==> src/tws_pkg.sv <==
`timescale 1ns / 1ps
// Package for the topological wave scheduler.
// Request/response payload structs, request codes and sizing constants.
package tws_pkg;

	localparam int NUM_MODULES = 16;
	localparam int IDX_W       = 4;
	localparam int CNT_W       = 5;
	localparam int WAVE_W      = 4;

	typedef enum logic [1:0] {
		REQ_CLEAR = 2'd0,
		REQ_ADD   = 2'd1,
		REQ_RUN   = 2'd2,
		REQ_NONE  = 2'd3
	} req_code_t;

	typedef struct packed {
		logic [1:0]       req_type;
		logic [IDX_W-1:0] src_module;
		logic [IDX_W-1:0] dest_module;
	} req_t;

	typedef struct packed {
		logic [IDX_W-1:0]  module_index;
		logic [WAVE_W-1:0] wave;
		logic              cycle_error;
		logic              last;
	} rsp_t;

endpackage

==> src/topological_wave_scheduler_core.sv <==
`timescale 1ns / 1ps
// Topological wave scheduler: predecessor masks in a 16x16 synchronous RAM.
// Depends on tws_pkg.
// Clear request: valid bits cleared. Add-edge request: read, then write back.
// Run request: each wave scans the RAM, then emits one response per ready
// module per cycle while rsp_stall is low; request input stalls meanwhile.
// A wave with no ready module gives one response with cycle_error and last set.
// Reset: masks read as zero (per-entry valid bits cleared), module count 16.
module topological_wave_scheduler_core (
	input  logic                    clk,
	input  logic                    arst_n,
	input  logic                    req_valid,
	output logic                    req_stall,
	input  tws_pkg::req_t           req,
	output logic                    rsp_valid,
	input  logic                    rsp_stall,
	output tws_pkg::rsp_t           rsp,
	input  logic                    cfg_we,
	input  logic [tws_pkg::CNT_W-1:0] cfg_data
);
	import tws_pkg::*;

	typedef enum logic [3:0] {
		ST_IDLE = 4'b0001,
		ST_ADD  = 4'b0010,
		ST_SCAN = 4'b0100,
		ST_EMIT = 4'b1000
	} state_t;

	state_t                  state_q;
	logic [CNT_W-1:0]        count_q;
	logic [CNT_W-1:0]        n_eff;
	logic [NUM_MODULES:0]    all_w;
	logic [NUM_MODULES-1:0]  all_mask;

	logic [NUM_MODULES-1:0]  mem [NUM_MODULES];
	logic [NUM_MODULES-1:0]  rdata_s1;
	logic [NUM_MODULES-1:0]  valid_q;
	logic [IDX_W-1:0]        raddr;
	logic                    mem_we;
	logic [NUM_MODULES-1:0]  wdata;

	logic [IDX_W-1:0]        src_s1;
	logic [IDX_W-1:0]        dst_s1;
	logic [IDX_W-1:0]        idx_s1;
	logic                    rd_vld_s1;

	logic [CNT_W-1:0]        scan_q;
	logic [NUM_MODULES-1:0]  ready_q;
	logic [NUM_MODULES-1:0]  done_q;
	logic [WAVE_W-1:0]       wave_q;

	logic                    accept;
	logic                    slot_free;
	logic [NUM_MODULES-1:0]  mask_eff;
	logic                    is_ready;
	logic [NUM_MODULES-1:0]  ready_nxt;
	logic [IDX_W-1:0]        pick;
	logic [NUM_MODULES-1:0]  pick_bit;
	logic [NUM_MODULES-1:0]  ready_left;
	logic [NUM_MODULES-1:0]  done_nxt;

	always_comb begin
		if (count_q == '0) begin
			n_eff = CNT_W'(1);
		end else if (count_q > CNT_W'(NUM_MODULES)) begin
			n_eff = CNT_W'(NUM_MODULES);
		end else begin
			n_eff = count_q;
		end
	end

	assign all_w    = ((NUM_MODULES+1)'(1) << n_eff) - (NUM_MODULES+1)'(1);
	assign all_mask = all_w[NUM_MODULES-1:0];

	assign req_stall = (state_q != ST_IDLE);
	assign accept    = req_valid && !req_stall;
	assign slot_free = !rsp_valid || !rsp_stall;

	assign raddr  = (state_q == ST_IDLE) ? req.dest_module : scan_q[IDX_W-1:0];
	assign mem_we = (state_q == ST_ADD);
	assign wdata  = (valid_q[dst_s1] ? rdata_s1 : '0) | (NUM_MODULES'(1) << src_s1);

	always_ff @(posedge clk) begin
		if (mem_we) begin
			mem[dst_s1] <= wdata;
		end
		rdata_s1 <= mem[raddr];
	end

	// scan evaluation of the entry read last cycle
	assign mask_eff  = valid_q[idx_s1] ? rdata_s1 : '0;
	assign is_ready  = ((mask_eff & all_mask & ~done_q) == '0) && !done_q[idx_s1];
	assign ready_nxt = (rd_vld_s1 && is_ready) ?
		(ready_q | (NUM_MODULES'(1) << idx_s1)) : ready_q;

	always_comb begin
		pick = '0;
		for (int i = NUM_MODULES - 1; i >= 0; i--) begin
			if (ready_q[i]) begin
				pick = IDX_W'(i);
			end
		end
	end

	assign pick_bit   = NUM_MODULES'(1) << pick;
	assign ready_left = ready_q & ~pick_bit;
	assign done_nxt   = done_q | pick_bit;

	always_ff @(posedge clk or negedge arst_n) begin
		if (!arst_n) begin
			state_q   <= ST_IDLE;
			count_q   <= CNT_W'(NUM_MODULES);
			valid_q   <= '0;
			rd_vld_s1 <= 1'b0;
			rsp_valid <= 1'b0;
			scan_q    <= '0;
			ready_q   <= '0;
			done_q    <= '0;
			wave_q    <= '0;
		end else begin
			if (cfg_we) begin
				count_q <= cfg_data;
			end
			if (slot_free) begin
				rsp_valid <= 1'b0;
			end
			rd_vld_s1 <= 1'b0;
			unique case (state_q)
				ST_IDLE: begin
					if (accept) begin
						case (req.req_type)
							REQ_CLEAR: valid_q <= '0;
							REQ_ADD: begin
								if ({1'b0, req.src_module} < n_eff &&
								    {1'b0, req.dest_module} < n_eff) begin
									state_q <= ST_ADD;
								end
							end
							REQ_RUN: begin
								done_q  <= '0;
								wave_q  <= '0;
								ready_q <= '0;
								scan_q  <= '0;
								state_q <= ST_SCAN;
							end
							default: ;
						endcase
					end
				end
				ST_ADD: begin
					valid_q[dst_s1] <= 1'b1;
					state_q         <= ST_IDLE;
				end
				ST_SCAN: begin
					ready_q <= ready_nxt;
					if (scan_q < n_eff) begin
						rd_vld_s1 <= 1'b1;
						scan_q    <= scan_q + CNT_W'(1);
					end else begin
						state_q <= ST_EMIT;
					end
				end
				ST_EMIT: begin
					if (slot_free) begin
						rsp_valid <= 1'b1;
						if (ready_q == '0) begin
							state_q <= ST_IDLE;
						end else begin
							ready_q <= ready_left;
							done_q  <= done_nxt;
							if (ready_left == '0) begin
								if (done_nxt == all_mask) begin
									state_q <= ST_IDLE;
								end else begin
									wave_q  <= wave_q + WAVE_W'(1);
									scan_q  <= '0;
									state_q <= ST_SCAN;
								end
							end
						end
					end
				end
				default: state_q <= ST_IDLE;
			endcase
		end
	end

	// pipeline and payload registers
	always_ff @(posedge clk) begin
		if (state_q == ST_IDLE) begin
			src_s1 <= req.src_module;
			dst_s1 <= req.dest_module;
		end
		idx_s1 <= scan_q[IDX_W-1:0];
		if (state_q == ST_EMIT && slot_free) begin
			if (ready_q == '0) begin
				rsp.module_index <= '0;
				rsp.wave         <= wave_q;
				rsp.cycle_error  <= 1'b1;
				rsp.last         <= 1'b1;
			end else begin
				rsp.module_index <= pick;
				rsp.wave         <= wave_q;
				rsp.cycle_error  <= 1'b0;
				rsp.last         <= (ready_left == '0) && (done_nxt == all_mask);
			end
		end
	end

endmodule
==> config.mk <==
export PLATFORM = sky130hd
export DESIGN_NAME = topological_wave_scheduler_core
export DESIGN_NICKNAME = d
export VERILOG_FILES = /design/src/tws_pkg.sv /design/src/topological_wave_scheduler_core.sv
export SDC_FILE = /design/constraint.sdc
export NUM_CORES = 1
export LEC_CHECK = 0
export BUFFER_PORTS_ARGS = -buffer_cell sky130_fd_sc_hd__buf_4
export CAP_MARGIN = 20
export CELL_PAD_IN_SITES_DETAIL_PLACEMENT = 0
export CELL_PAD_IN_SITES_GLOBAL_PLACEMENT = 1
export CORE_MARGIN = 2
export CORE_UTILIZATION = 45
export DETAILED_ROUTE_END_ITERATION = 16
export PLACE_DENSITY_LB_ADDON = 0.1
export SLEW_MARGIN = 25
export SYNTH_ARGS = -nofsm -noshare
export SYNTH_HDL_FRONTEND = slang
export SYNTH_SLANG_ARGS = --single-unit
==> constraint.sdc <==
create_clock -name clk -period 4.7 [get_ports clk]
set_input_delay 0.47 -clock clk [delete_from_list [all_inputs] [get_ports clk]]
set_output_delay 0.47 -clock clk [all_outputs]
set_load 0.05 [all_outputs]
==> run summary <==
WL final - 43.6 mm
Hold Vio Cnt, Final - 0
max-cap viol count - 0
kind of critical path - reg -> reg
Horiz. Die Dim - 194 um
vias after detailed routing - 11100
Worst IR Drop VDD - 0.383 mV
clock network latency to the later pin of the worst-skew pair - 0.55 ns
fraction of layout cells with a size suffix above 1 - 16.2%
critical path peak fanout - 15
Finished Layout Cells - 1857
Total Neg Setup Slack - 0 ns
Top Ports - 32
count of buffers inserted at the top-level ports - 31
final setup slack of the worst path - 0.550 ns
Hold Path Class - in -> async
highest attainable clock frequency - 0.241 GHz
Detailed Place HPWL - 27.8 mm
Final Util - 52.4%
final number of setup-violating endpoints - 0
number of antenna violations at the first check in global routing - 0
clock tree from TritonCTS - yes
transition time at the pin with the least slew margin - 1.06 ns
dominant cell by count in the synthesized netlist - edfxtp_1
number of filler cells placed in the layout - 3088
number of detailed-route iterations in the first pass - 11
quantity of hold-fixing buffers added after cts - 0
clock sinks - 362
post-synth cell types - 91
via density per instance - 5.99
total power divided by cell area - 583 nW/um2
family with the most delay on the worst path - simple AND/OR/NAND/NOR gates
chip height - 194 um
Initial Util - 45.8%
Async S/R FF share, synth - 18.8%
relative area change from synthesis to final layout - 14.5%
number of placement rows - 69
pin count of the biggest net entering global routing - 102
critical path, cell by cell - nor2_2 > nand2_1 > ha_1 > or4_1 > a21oi_1 > a21oi_1 > a2111oi_0 > and4bb_2 > o311ai_1 > nor4_4 > a31oi_4 > and2_1 > mux2_2
Die Outline Area - 37800 um2
final global-route overflow total - 0
Num CTS Buffers - 39
dominant cells by area after synthesis - edfxtp_1 (50%), dfrtp_1 (10%), nand2_1 (4.2%)
arrival time of the worst setup path - 4.58 ns
crit share post-route - 88.3%
final-report max-slew violation count - 0
number of placed instances, taps included - 1784
cell type with the largest total area after synthesis - edfxtp_1
count of buffers added by post-CTS timing repair for setup - 0
post-synthesis net count - 1364
H-tree Lvls - 2
total track usage - 23.3%
Synth Cell Area - 16300 um2
number of synthesis warnings - 0
count of flip-flops with a built-in enable after synthesis - 274
number of DRC markers in iteration 0 - 834
static leakage power - 6.84 nW
DRC violations left - 2
Avg Cell Area, Syn - 12.3 um2
number of antenna repair diodes - 0
Post-Route Skew - 0.0230 ns
unrepaired setup endpoints after global routing - no
Nets - 1401
minimum clock period after layout - 4.15 ns
run status - complete, but fails checks
number of storage elements in the synthesis netlist - 362
synthesized instance count - 1328
root buffer cell - clkbuf_16
wire length of the first global-routing pass - 66.9 mm
failing checks - DRC
top cells by instance count after synthesis - edfxtp_1 (274), nand2_1 (182), a211oi_1 (82)
GP Congestion - 0.871
cell repeated most along the worst path - a21oi_1
startpoint kind of the worst setup timing path - flip-flop
combined buffer and inverter count along the critical path - 0
Post-Place Setup Slack - 0.576 ns
vias in the first global route - 10900
sequential fraction of the synthesis area - 63.3%
post-cts gate resize count - 0
area share of the largest cell type after synthesis - 50.4%
largest buffer count on any clock path - 3
post-DR wirelength/cell - 23.5 um
worst-path cell with the longest stage delay - or4_1
Core Region - 35700 um2
required time of the worst setup path - 5.13 ns
max-slew headroom at the worst pin - 29.2%
ys flop type - edfxtp_1
critical path capture point type - flip-flop
post-detailed-route count of antenna-violating nets - 0
Slowest Stage Delay on Critical Path - 0.60 ns
Reg clk slew, reported paths - 0.06 ns
==> through the flow <==
step / instance area, um2 / power (mW) / hold WS (ns)
after floorplan: 16300 / 6.48 / 0.174
after global placement: 17300 / 7.66 / 0.460
after detailed placement: 17300 / 7.70 / 0.464
after CTS: 18600 / 10.9 / 0.0871
after global routing: 18700 / 11.5 / 0.113
final: 18700 / 10.9 / 0.0426
==> power by group <==
group	leakage [nW]	switching, mW	total, mW	internal, mW
Sequential	3.61	0.311	4.42	4.11
Clock	0.674	1.28	3.22	1.94
Combinational	2.55	2.13	3.24	1.11
Total	6.84	3.72	10.9	7.16
==> routing by layer <==
metal / up-vias / routed length, um / part of all wire [%] / GRT usage [%]
met3: 63 / 1940 / 4.5 / 2.93
li1: 5149 / - / - / -
met2: 285 / 21200 / 49 / 38.7
met5: - / 0 / 0 / 0
met4: 0 / 932 / 2.1 / 6.41
met1: 5634 / 19500 / 45 / 32.6
==> cells in the final DEF (no fill, tap or decap), types with 6 or more instances in the layout <==
cell type and instances:
a211oi_1 82, a21o_1 19, a21oi_1 72, a22oi_1 6, a311oi_1 35, a31oi_1 41
and2_0 13, and2_1 56, buf_4 75, clkbuf_1 7, clkbuf_16 40, clkbuf_8 6
clkinv_2 8, dfrtp_1 66, dfxtp_1 20, edfxtp_1 274, ha_1 16, inv_1 19
mux4_2 15, nand2_1 182, nand2b_1 18, nand3_1 14, nor2_1 63, nor2_2 14
nor3_1 12, o21a_1 7, o21ai_0 43, o31ai_1 16
==> final timing paths <==
check | from | end | slack, ns | cells after the start
worst min-delay path | arst_n | done_q[1] | 0.04 | 1
worst max-delay path | count_q[3] | wave_q[0] | 0.55 | 13
min in group clk | req[7] | src_s1[3] | 0.13 | 1
max in group asynchronous | arst_n | valid_q[13] | 4.04 | 1
worst min register to register | scan_q[1] | idx_s1[1] | 0.49 | 0
worst max register to register | count_q[3] | wave_q[0] | 0.55 | 13
==> cell families after synthesis <==
group                      after synthesis  synth area share, %
and+or+nand+nor                        430                 13.0
AOI/OAI and AO/OA                      383                 16.5
DFF                                    362                 63.3
buffers and inverters                  104                 2.79
muxes                                   26                 2.77
adders and majority gates               16                 1.23
xor gates and xnor gates                 6                0.407
other                                    1               0.0230
==> layout make-up <==
type                    count  area, um2  area share [%]
inverters                  21       78.8           0.422
clock inverters            19        256            1.37
flip-flops and latches    362      10300            55.3
clock buffers              53       1110            5.94
well taps                 461        577            3.09
multi-input cells         862       5670            30.4
repair buffers             79        651            3.48
==> registers in the layout, summed over array words and instances (netlist names), named ones only <==
register	flops
count_q	5
rd_vld_s1	1
mem	256
done_q	16
rdata_s1	16
ready_q	16
idx_s1	4
scan_q	5
wave_q	4
state_q	4
src_s1	4
rsp	10
valid_q	16
dst_s1	4
Note: power is estimated with default switching activity, not from simulation.
